===== src/rtl/smn_pkg.sv =====
`timescale 1ns / 1ps

package smn_pkg;

  localparam int INDEX_W = 13;
  localparam int VALUE_W = 64;

  typedef logic [INDEX_W-1:0] index_t;
  typedef logic [VALUE_W-1:0] value_t;
  typedef logic [2:0]         mult_k_t;

  localparam mult_k_t MUL3 = 3'd3;
  localparam mult_k_t MUL5 = 3'd5;
  localparam mult_k_t MUL7 = 3'd7;

  localparam value_t SAT_VALUE = {VALUE_W{1'b1}};
  localparam value_t ONE_VALUE = value_t'(1);

endpackage


===== src/rtl/smn_alu.sv =====
`timescale 1ns / 1ps

module smn_alu import smn_pkg::*; (
  input  value_t  v,
  input  mult_k_t k,
  output value_t  prod
);

  localparam int PW = VALUE_W + $bits(mult_k_t);

  logic [PW-1:0] full;

  assign full = PW'(v) * PW'(k);

  // saturate when the product leaves 64 bits
  assign prod = (full[PW-1:VALUE_W] != '0) ? SAT_VALUE : full[VALUE_W-1:0];

endmodule


===== config.mk =====
export PLATFORM = sky130hd
export DESIGN_NAME = smn_alu
export DESIGN_NICKNAME = d
export VERILOG_FILES = /design/src/rtl/smn_pkg.sv /design/src/rtl/smn_alu.sv
export SDC_FILE = /design/constraint.sdc
export NUM_CORES = 1
export LEC_CHECK = 0
export BUFFER_PORTS_ARGS = -buffer_cell sky130_fd_sc_hd__buf_2
export CORE_AREA = 2 2 137 139
export DETAILED_ROUTE_END_ITERATION = 12
export DIE_AREA = 0 0 139 141
export REMOVE_ABC_BUFFERS = 1
export SLEW_MARGIN = 20
export SYNTH_ARGS = -nofsm -noshare
export SYNTH_HDL_FRONTEND = slang
export SYNTH_SLANG_ARGS = --single-unit

===== constraint.sdc =====
create_clock -name vclk -period 3.6
set_input_delay 0 -clock vclk [all_inputs]
set_output_delay 0 -clock vclk [all_outputs]
set_load 0.01 [all_outputs]

### Word level (Yosys, flattened, before mapping)

Index checks and enable logic that the tools add are counted.

| cells by class | value |
|---|---|
| multiply operators | 1 |
| multiplexer cells | 1 |
| reduce and logical (&&, ||, !) cells | 1 |

Operator list:

| kind | number |
|---|---|
| multiplier 64 x 3 -> 67 bit | 1 |
| 2-to-1 mux 64 bit | 1 |
| nonzero test 3 bit | 1 |

| word-level totals | value |
|---|---|
| register bits | 0 |
| input bits | 67 |
| output and inout port bits | 64 |

### Longest topological paths before layout

Gate-level depths: netlist of the first run.

| depth | value |
|---|---|
| depth in word-level cells | 3 |
| mapped depth | 18 |

### Least setup slack after synthesis of the first run

No wires, ideal clock.

| timing | value |
|---|---|
| path kind | in2out |
| start | in k[2] |
| end | out prod[3] |
| arrival | 3847 ps |
| required time | 3600 ps |
| slack | -247 ps |
| stages on the path | 18 |
| path through | clkbuf_1 clkbuf_1 nand2_1 fa_1 inv_1 ha_1 buf_6 a21oi_2 o21ai_2 a221o_1 a221o_1 a41o_1 a21oi_2 nor4_2 a21oi_4 mux2i_4 buf_6 nand3_1 |

| on the way | value |
|---|---|
| word-level cells in the longest chain between the ends | 3 |

Ends and longest elaborated chain:

| element | RTL line | text |
|---|---|---|
| from (decl) | smn_alu.sv:5 | `input mult_k_t k,` |
| multiplier 64 x 3 -> 67 bit (*) | smn_alu.sv:13 | `assign full = PW'(v) * PW'(k);` |
| nonzero test 3 bit | smn_alu.sv:16 | `assign prod = (full[PW-1:VALUE_W] != '0) ? SAT_VALUE : full[VALUE_W-1:0];` |
| 2-to-1 mux 64 bit (*) | smn_alu.sv:16 |  |
| to (decl) | smn_alu.sv:6 | `output value_t prod` |

Every way passes the cells marked *; elsewhere a longest branch is shown, timed or not.

### Worst setup path after layout of the first run

| timing | value |
|---|---|
| start | in k[0] |
| end | out prod[25] |

The elaborated chain is that of the path after synthesis.

==> flow_summary_export.csv, run 1 <==
group,metric,value,unit
outcome,status,"finished with violations",
outcome,violations,"negative setup slack",
global_routing,grt-busiest-layer,"met2",
floorplanning,initial_core_util,38.9,%
worst_setup_path,cp.buffers_inverters,8,
route,num_vias,8507,
timing,finalCriticalPeriod,3850,ps
worst_hold_path,hold_start,"v[0]",
layout,flops_and_latches,0,
synth,ys_seq_area_share,0,%
route,antenna_left,0,
layout,area_growth,56.8,%
timing,layout_setup_ws,-245,ps
global_routing,grt_start_max_net_pins,29,
global_routing,global_route.overflow_total,0,
synth,yosysWarnings,0,
timing,timing.hold.ws,320,ps
global_routing,grt_pass1_wl,39400,um
placement,place_congestion,0.907,
power_and_ir_drop,p_leak,0.00565,uW
timing,slew_violations,0,
global_routing,grt_use_met1,30.1,%
layout,seqCellArea,0,um^2
timing,fin_crit_sh,107,%
route,wl,24500,um
worst_setup_path,startpoint,"k[0]",
layout,n_antenna_cell,0,
timing,final.setup.tns,-9570,ps
route,first_pass_iters,5,
worst_setup_path,critical_path_arrival,3850,ps
floorplanning,rows,50,
global_routing,met3_usage,1.22,%
global_routing,track_usage,23.5,%
floorplanning,die_area,19600,um^2
worst_setup_path,cpLargestDelayFamily,"adder cells",
synth,synth.distinct_cells,62,
global_routing,grt_pass1_vias,8547,
timing,tightestPinTransition,505,ps
timing,finalSetupViolCount,64,
route,drc,0,
synth,syn_inst,1063,
floorplanning,die_x,139,um
worst_setup_path,worst_path_most_repeated_cell,"buf_6",
layout,instances_no_fill,1641,
floorplanning,pin_count,131,
worst_setup_path,crit_required,3600,ps
worst_setup_path,worstPathCellList,"buf_16, buf_6, and2_4, fa_1, ha_2, inv_2, fa_2, nand2b_4, a21oi_4, o211ai_1, a21oi_2, nand4_1, nand3_2, o21ai_4, o31ai_4, mux2i_4, buf_6, buf_8, buf_12, buf_12, nand3_2, buf_6",
worst_setup_path,max_stage_delay,540,ps
global_routing,use_met2,44.1,%
layout,fillers,1688,
global_routing,antenna_found_initial,1,
worst_setup_path,critPathCaptureType,"output port",
synth,synth_area,7100,um^2
timing,hold_violations,0,
placement,io_buffers,131,
timing,slew_headroom,66.0,%
placement,place_hpwl,19200,um
worst_setup_path,start_kind,"input port",
worst_hold_path,hp-class,"input port to output port",
route,drt_iter0_drc,397,
timing,clock.fmax,260,MHz
timing,rsz0062_at_grt,"yes",
floorplanning,die_h,141,um
layout,drive_above_1_share,37.9,%
placement,dp.cells,1610,
worst_setup_path,crit_path_max_fanout,5,
placement,pre_cts_slack,-695,ps
power_and_ir_drop,power.density,279,nW/um^2
layout,nNetsFinal,1605,
worst_setup_path,critPathKind,"input port to output port",
floorplanning,core_area,18300,um^2
layout,fin_util,61.0,%
run,drv_cap,0,
power_and_ir_drop,vdd_drop_max,0.000219,V
route,via_per_inst,5.18,
synth,syn_area_per_cell,6.68,um^2
layout,clkbuf_count,0,
worst_setup_path,critPathSlowestCell,"fa_1",
route,wl_per_cell,14.9,um
per-layer routing:
metal  vias to the layer above  part of all wire [%]
met5                         -                 0.053
met2                       188                    51
met3                        39                   3.3
li1                       4229                     -
met1                      4049                    43
met4                         2                   2.1
worst paths after layout:
check                 slack [ps]  endpoint  depth (start not counted)
worst max-delay path        -250  prod[25]                         22
worst min-delay path         320   prod[0]                          4
worst min-delay path: cells and delay by family:
kind	cells	cell delay, ps
buffers and inverters	2	190
and+or+nand+nor	2	130
through the flow:
step                      area, um^2  power [uW]
after global routing           11100        3360
final                          11100        3100
after detailed placement        9720        2480
after global placement          9720        2460
after CTS                      10600        2850
after floorplan                 6760        1360
cells in the final DEF (no fill, tap or decap), types with 4 or more instances in the layout:
master and instances:
a21o_1 29, a21oi_1 65, a21oi_2 16, a31oi_1 9, and2_1 17, and2_4 4
and3_1 5, buf_12 20, buf_16 4, buf_2 87, buf_4 245, buf_6 48
fa_1 61, ha_1 52, ha_4 11, inv_1 133, nand2_1 233, nand3_1 26
nand3_2 25, nand3_4 25, nand4_1 22, nor2_1 47, nor2b_1 4, nor3_1 11
o211ai_1 5, o21a_1 4, o21ai_0 29, o21ai_1 8, o21ai_2 4, o21bai_1 15
xnor2_1 30, xor2_1 28
synth_stat cells (4+ instances only):
cell / number / share of area [%]
nand4_1: 22 / 1.9
a31oi_1: 11 / 0.97
o221ai_1: 4 / 0.49
nand2_1: 234 / 12
a21oi_1: 78 / 5.5
nor2b_1: 5 / 0.44
a21o_1: 29 / 3.1
buf_6: 8 / 1.3
clkbuf_1: 39 / 2.1
xor2_1: 28 / 3.5
and3_1: 5 / 0.44
xnor2_1: 30 / 3.7
o21ai_1: 5 / 0.35
a211oi_1: 5 / 0.53
buf_2: 16 / 1.1
and2_1: 21 / 1.8
o21ai_0: 36 / 2.5
o211ai_1: 5 / 0.53
ha_1: 66 / 12
nand3_2: 32 / 4.5
nor2_1: 49 / 2.6
o21bai_1: 15 / 1.6
a21oi_2: 5 / 0.62
inv_1: 136 / 7.2
o21a_1: 4 / 0.42
nand3_1: 44 / 3.1
nor3_1: 11 / 0.78
fa_1: 63 / 18
repair_timing:
item / 4_1_cts / 5_1_grt
cloned: 5 / 1
buffers inserted: 21 / 8
setup endpoints to repair: 64 / 64
hold buffers: 0 / 0
pin swaps: 16 / 12
gates resized for setup: 105 / 86
cell type report:
class / count / area, um^2 / area share [%]
Multi-Input combinational cell: 861 / 6870 / 61.7
Timing Repair Buffer: 410 / 3460 / 31.1
Inverter: 136 / 510 / 4.58
Tap cell: 234 / 293 / 2.63
cells by family (layout without fill, tap and decap cells):
| kind of cell | after synthesis | in the layout | synth area share (%) |
|---|---|---|---|
| mux | 3 | 3 | 0.793 |
| buf+inv | 202 | 546 | 12.0 |
| xor+xnor | 58 | 58 | 7.15 |
| fa+ha+maj | 129 | 129 | 29.4 |
| compound gates | 230 | 230 | 20.8 |
| simple gates | 441 | 441 | 29.9 |
power by group:
| part | switching (uW) | total, uW | internal (uW) |
|---|---|---|---|
| logic | 1570 | 3100 | 1530 |
| registers | 0 | 0 | 0 |
| clock network | 0 | 0 | 0 |
(Power assumes the default switching activity.)
==> inputs of run 2 (changes only) <==
BUFFER_PORTS_ARGS = unset   (was -buffer_cell sky130_fd_sc_hd__buf_2)
DONT_BUFFER_PORTS = 1   (was unset)
==> run 2 against run 1 <==
  * The run now ends clean
  * Cell count shrank 23%
  * Power down 39%
  * Worst setup slack gained 360 ps
  * Cell area decreased by 33%
  * Utilization down 20 points
  * Wire length fell by 18%
  * Clock-buffer cell count unchanged
  * Global-route usage decreased by 3.8 points
  * Critical path type unchanged
  * Largest cell class unchanged
  * Largest power group unchanged
  * Highest routed layer is now met4
==> flow_summary_export.csv, run 2 (same netlist as run 1, synthesis figures left out) <==
group,metric,value,unit
outcome,status,"complete, no violations",
floorplanning,rows,50,
worst_setup_path,cpLargestDelayFamily,"compound AO/OA/AOI/OAI gates",
floorplanning,die_area,19600,um^2
layout,design_area,7510,um^2
timing,slew_violations,0,
power_and_ir_drop,p_sw,1170,uW
route,antenna_left,0,
worst_setup_path,critPathSlowestCell,"fa_1",
run,drv_cap,0,
timing,rsz0062_at_grt,"yes",
timing,hold_violations,0,
power_and_ir_drop,power.density,251,nW/um^2
layout,multi_input_area,6340,um^2
worst_setup_path,max_stage_delay,530,ps
route,first_pass_iters,5,
layout,fillers,2047,
layout,clkbuf_count,0,
power_and_ir_drop,clkPwrFrac,0,%
timing,clock.fmax,287,MHz
worst_setup_path,start_kind,"input port",
global_routing,track_usage,19.7,%
layout,layout_commonest_cell,"nand2_1",
placement,postPlaceCellArea,7330,um^2
timing,finalCriticalPeriod,3480,ps
floorplanning,die_h,141,um
floorplanning,core_area,18300,um^2
layout,flops_and_latches,0,
worst_setup_path,critPathKind,"input port to output port",
layout,fin_util,41.1,%
layout,n_antenna_cell,0,
power_and_ir_drop,p_comb_share,100.0,%
worst_setup_path,critPathCaptureType,"output port",
route,drt_iter0_drc,365,
power_and_ir_drop,vdd_drop_max,0.000135,V
floorplanning,pin_count,131,
floorplanning,die_x,139,um
timing,slew_headroom,71.3,%
global_routing,grt_start_max_net_pins,65,
floorplanning,initial_core_util,38.9,%
layout,layout_common_cells,"nand2_1, inv_1, a21oi_1",
worst_setup_path,crit_required,3600,ps
global_routing,grt_pass1_vias,6781,
route,num_vias,6997,
worst_setup_path,critical_path_arrival,3480,ps
worst_setup_path,worst_path_most_repeated_cell,"a221o_1",
worst_hold_path,hp-class,"input port to output port",
route,wl,20100,um
global_routing,antenna_found_initial,0,
worst_setup_path,cp.buffers_inverters,3,
route,wl_per_cell,15.9,um
power_and_ir_drop,p_sw_share,62.0,%
placement,place_congestion,0.911,
placement,place_hpwl,16400,um
global_routing,grt_pass1_wl,33300,um
power_and_ir_drop,p_leak,0.00368,uW
clocking,ctsHoldBuffers,0,
timing,fin_crit_sh,96.8,%
power_and_ir_drop,cellInternalPower,716,uW
route,via_per_inst,5.53,
route,drc,0,
layout,area_growth,5.78,%
layout,seqCellArea,0,um^2
timing,finalSetupViolCount,0,
placement,io_buffers,0,
worst_setup_path,worstPathCellList,"nand2_1, fa_1, inv_1, ha_1, nand4_1, nor2_1, a221o_1, a221o_1, a41o_1, a21oi_2, nor4_2, a21oi_4, mux2i_4, buf_12, buf_8, o211ai_1",
layout,drive_above_1_share,9.99,%
worst_setup_path,crit_path_max_fanout,64,
timing,tightestPinTransition,426,ps
global_routing,global_route.overflow_total,0,
power_and_ir_drop,pwr-share-seq,0,%
layout,nNetsFinal,1229,
run 2: metrics by stage:
step / total power, uW / setup TNS (ps) / setup WS [ps] / hold WS [ps] / instances
floorplan: 1360 / -39150 / -902 / 123 / 997
global placement: 1800 / 0 / 61.2 / 143 / 1259
detailed placement: 1800 / -2550 / -104 / 142 / 1259
CTS: 1870 / 0 / 20.2 / 141 / 1265
global route: 2090 / -0.852 / -0.852 / 147 / 1265
finish: 1880 / 0 / 116 / 136 / 1265
run 2: repair_timing:
action / CTS / global route
setup buffers: 5 / 1
gates resized for setup: 5 / 21
endpoints found under the setup margin: 37 / 64
pin swaps: 5 / 7
gates cloned: 1 / 0
run 2: worst paths after layout:
check,startpoint,endpoint,slack (ps),cells past startpoint
setup / recovery,k[2],prod[59],120,16
hold / removal,v[0],prod[0],140,2
run 2: area by class of cell:
type	count	area share [%]
inverter	136	6.79
multi-input combinational	861	84.4
tap	234	3.90
timing repair buffer	34	4.88
run 2: layer usage:
layer / up-vias / GRT usage [%] / part of all wire (%)
met1: 3318 / 26.8 / 46
li1: 3481 / - / -
met5: - / 0 / 0
met3: 7 / 1.73 / 5.5
met2: 191 / 36.1 / 48
met4: 0 / 0.372 / 0.42
run 2: power groups by stage:
stage | sequential, uW | combinational [uW] | clock, uW
floorplan | 0 | 1360 | 0
global placement | 0 | 1800 | 0
detailed placement | 0 | 1800 | 0
CTS | 0 | 1870 | 0
global route | 0 | 2090 | 0
finish | 0 | 1880 | 0
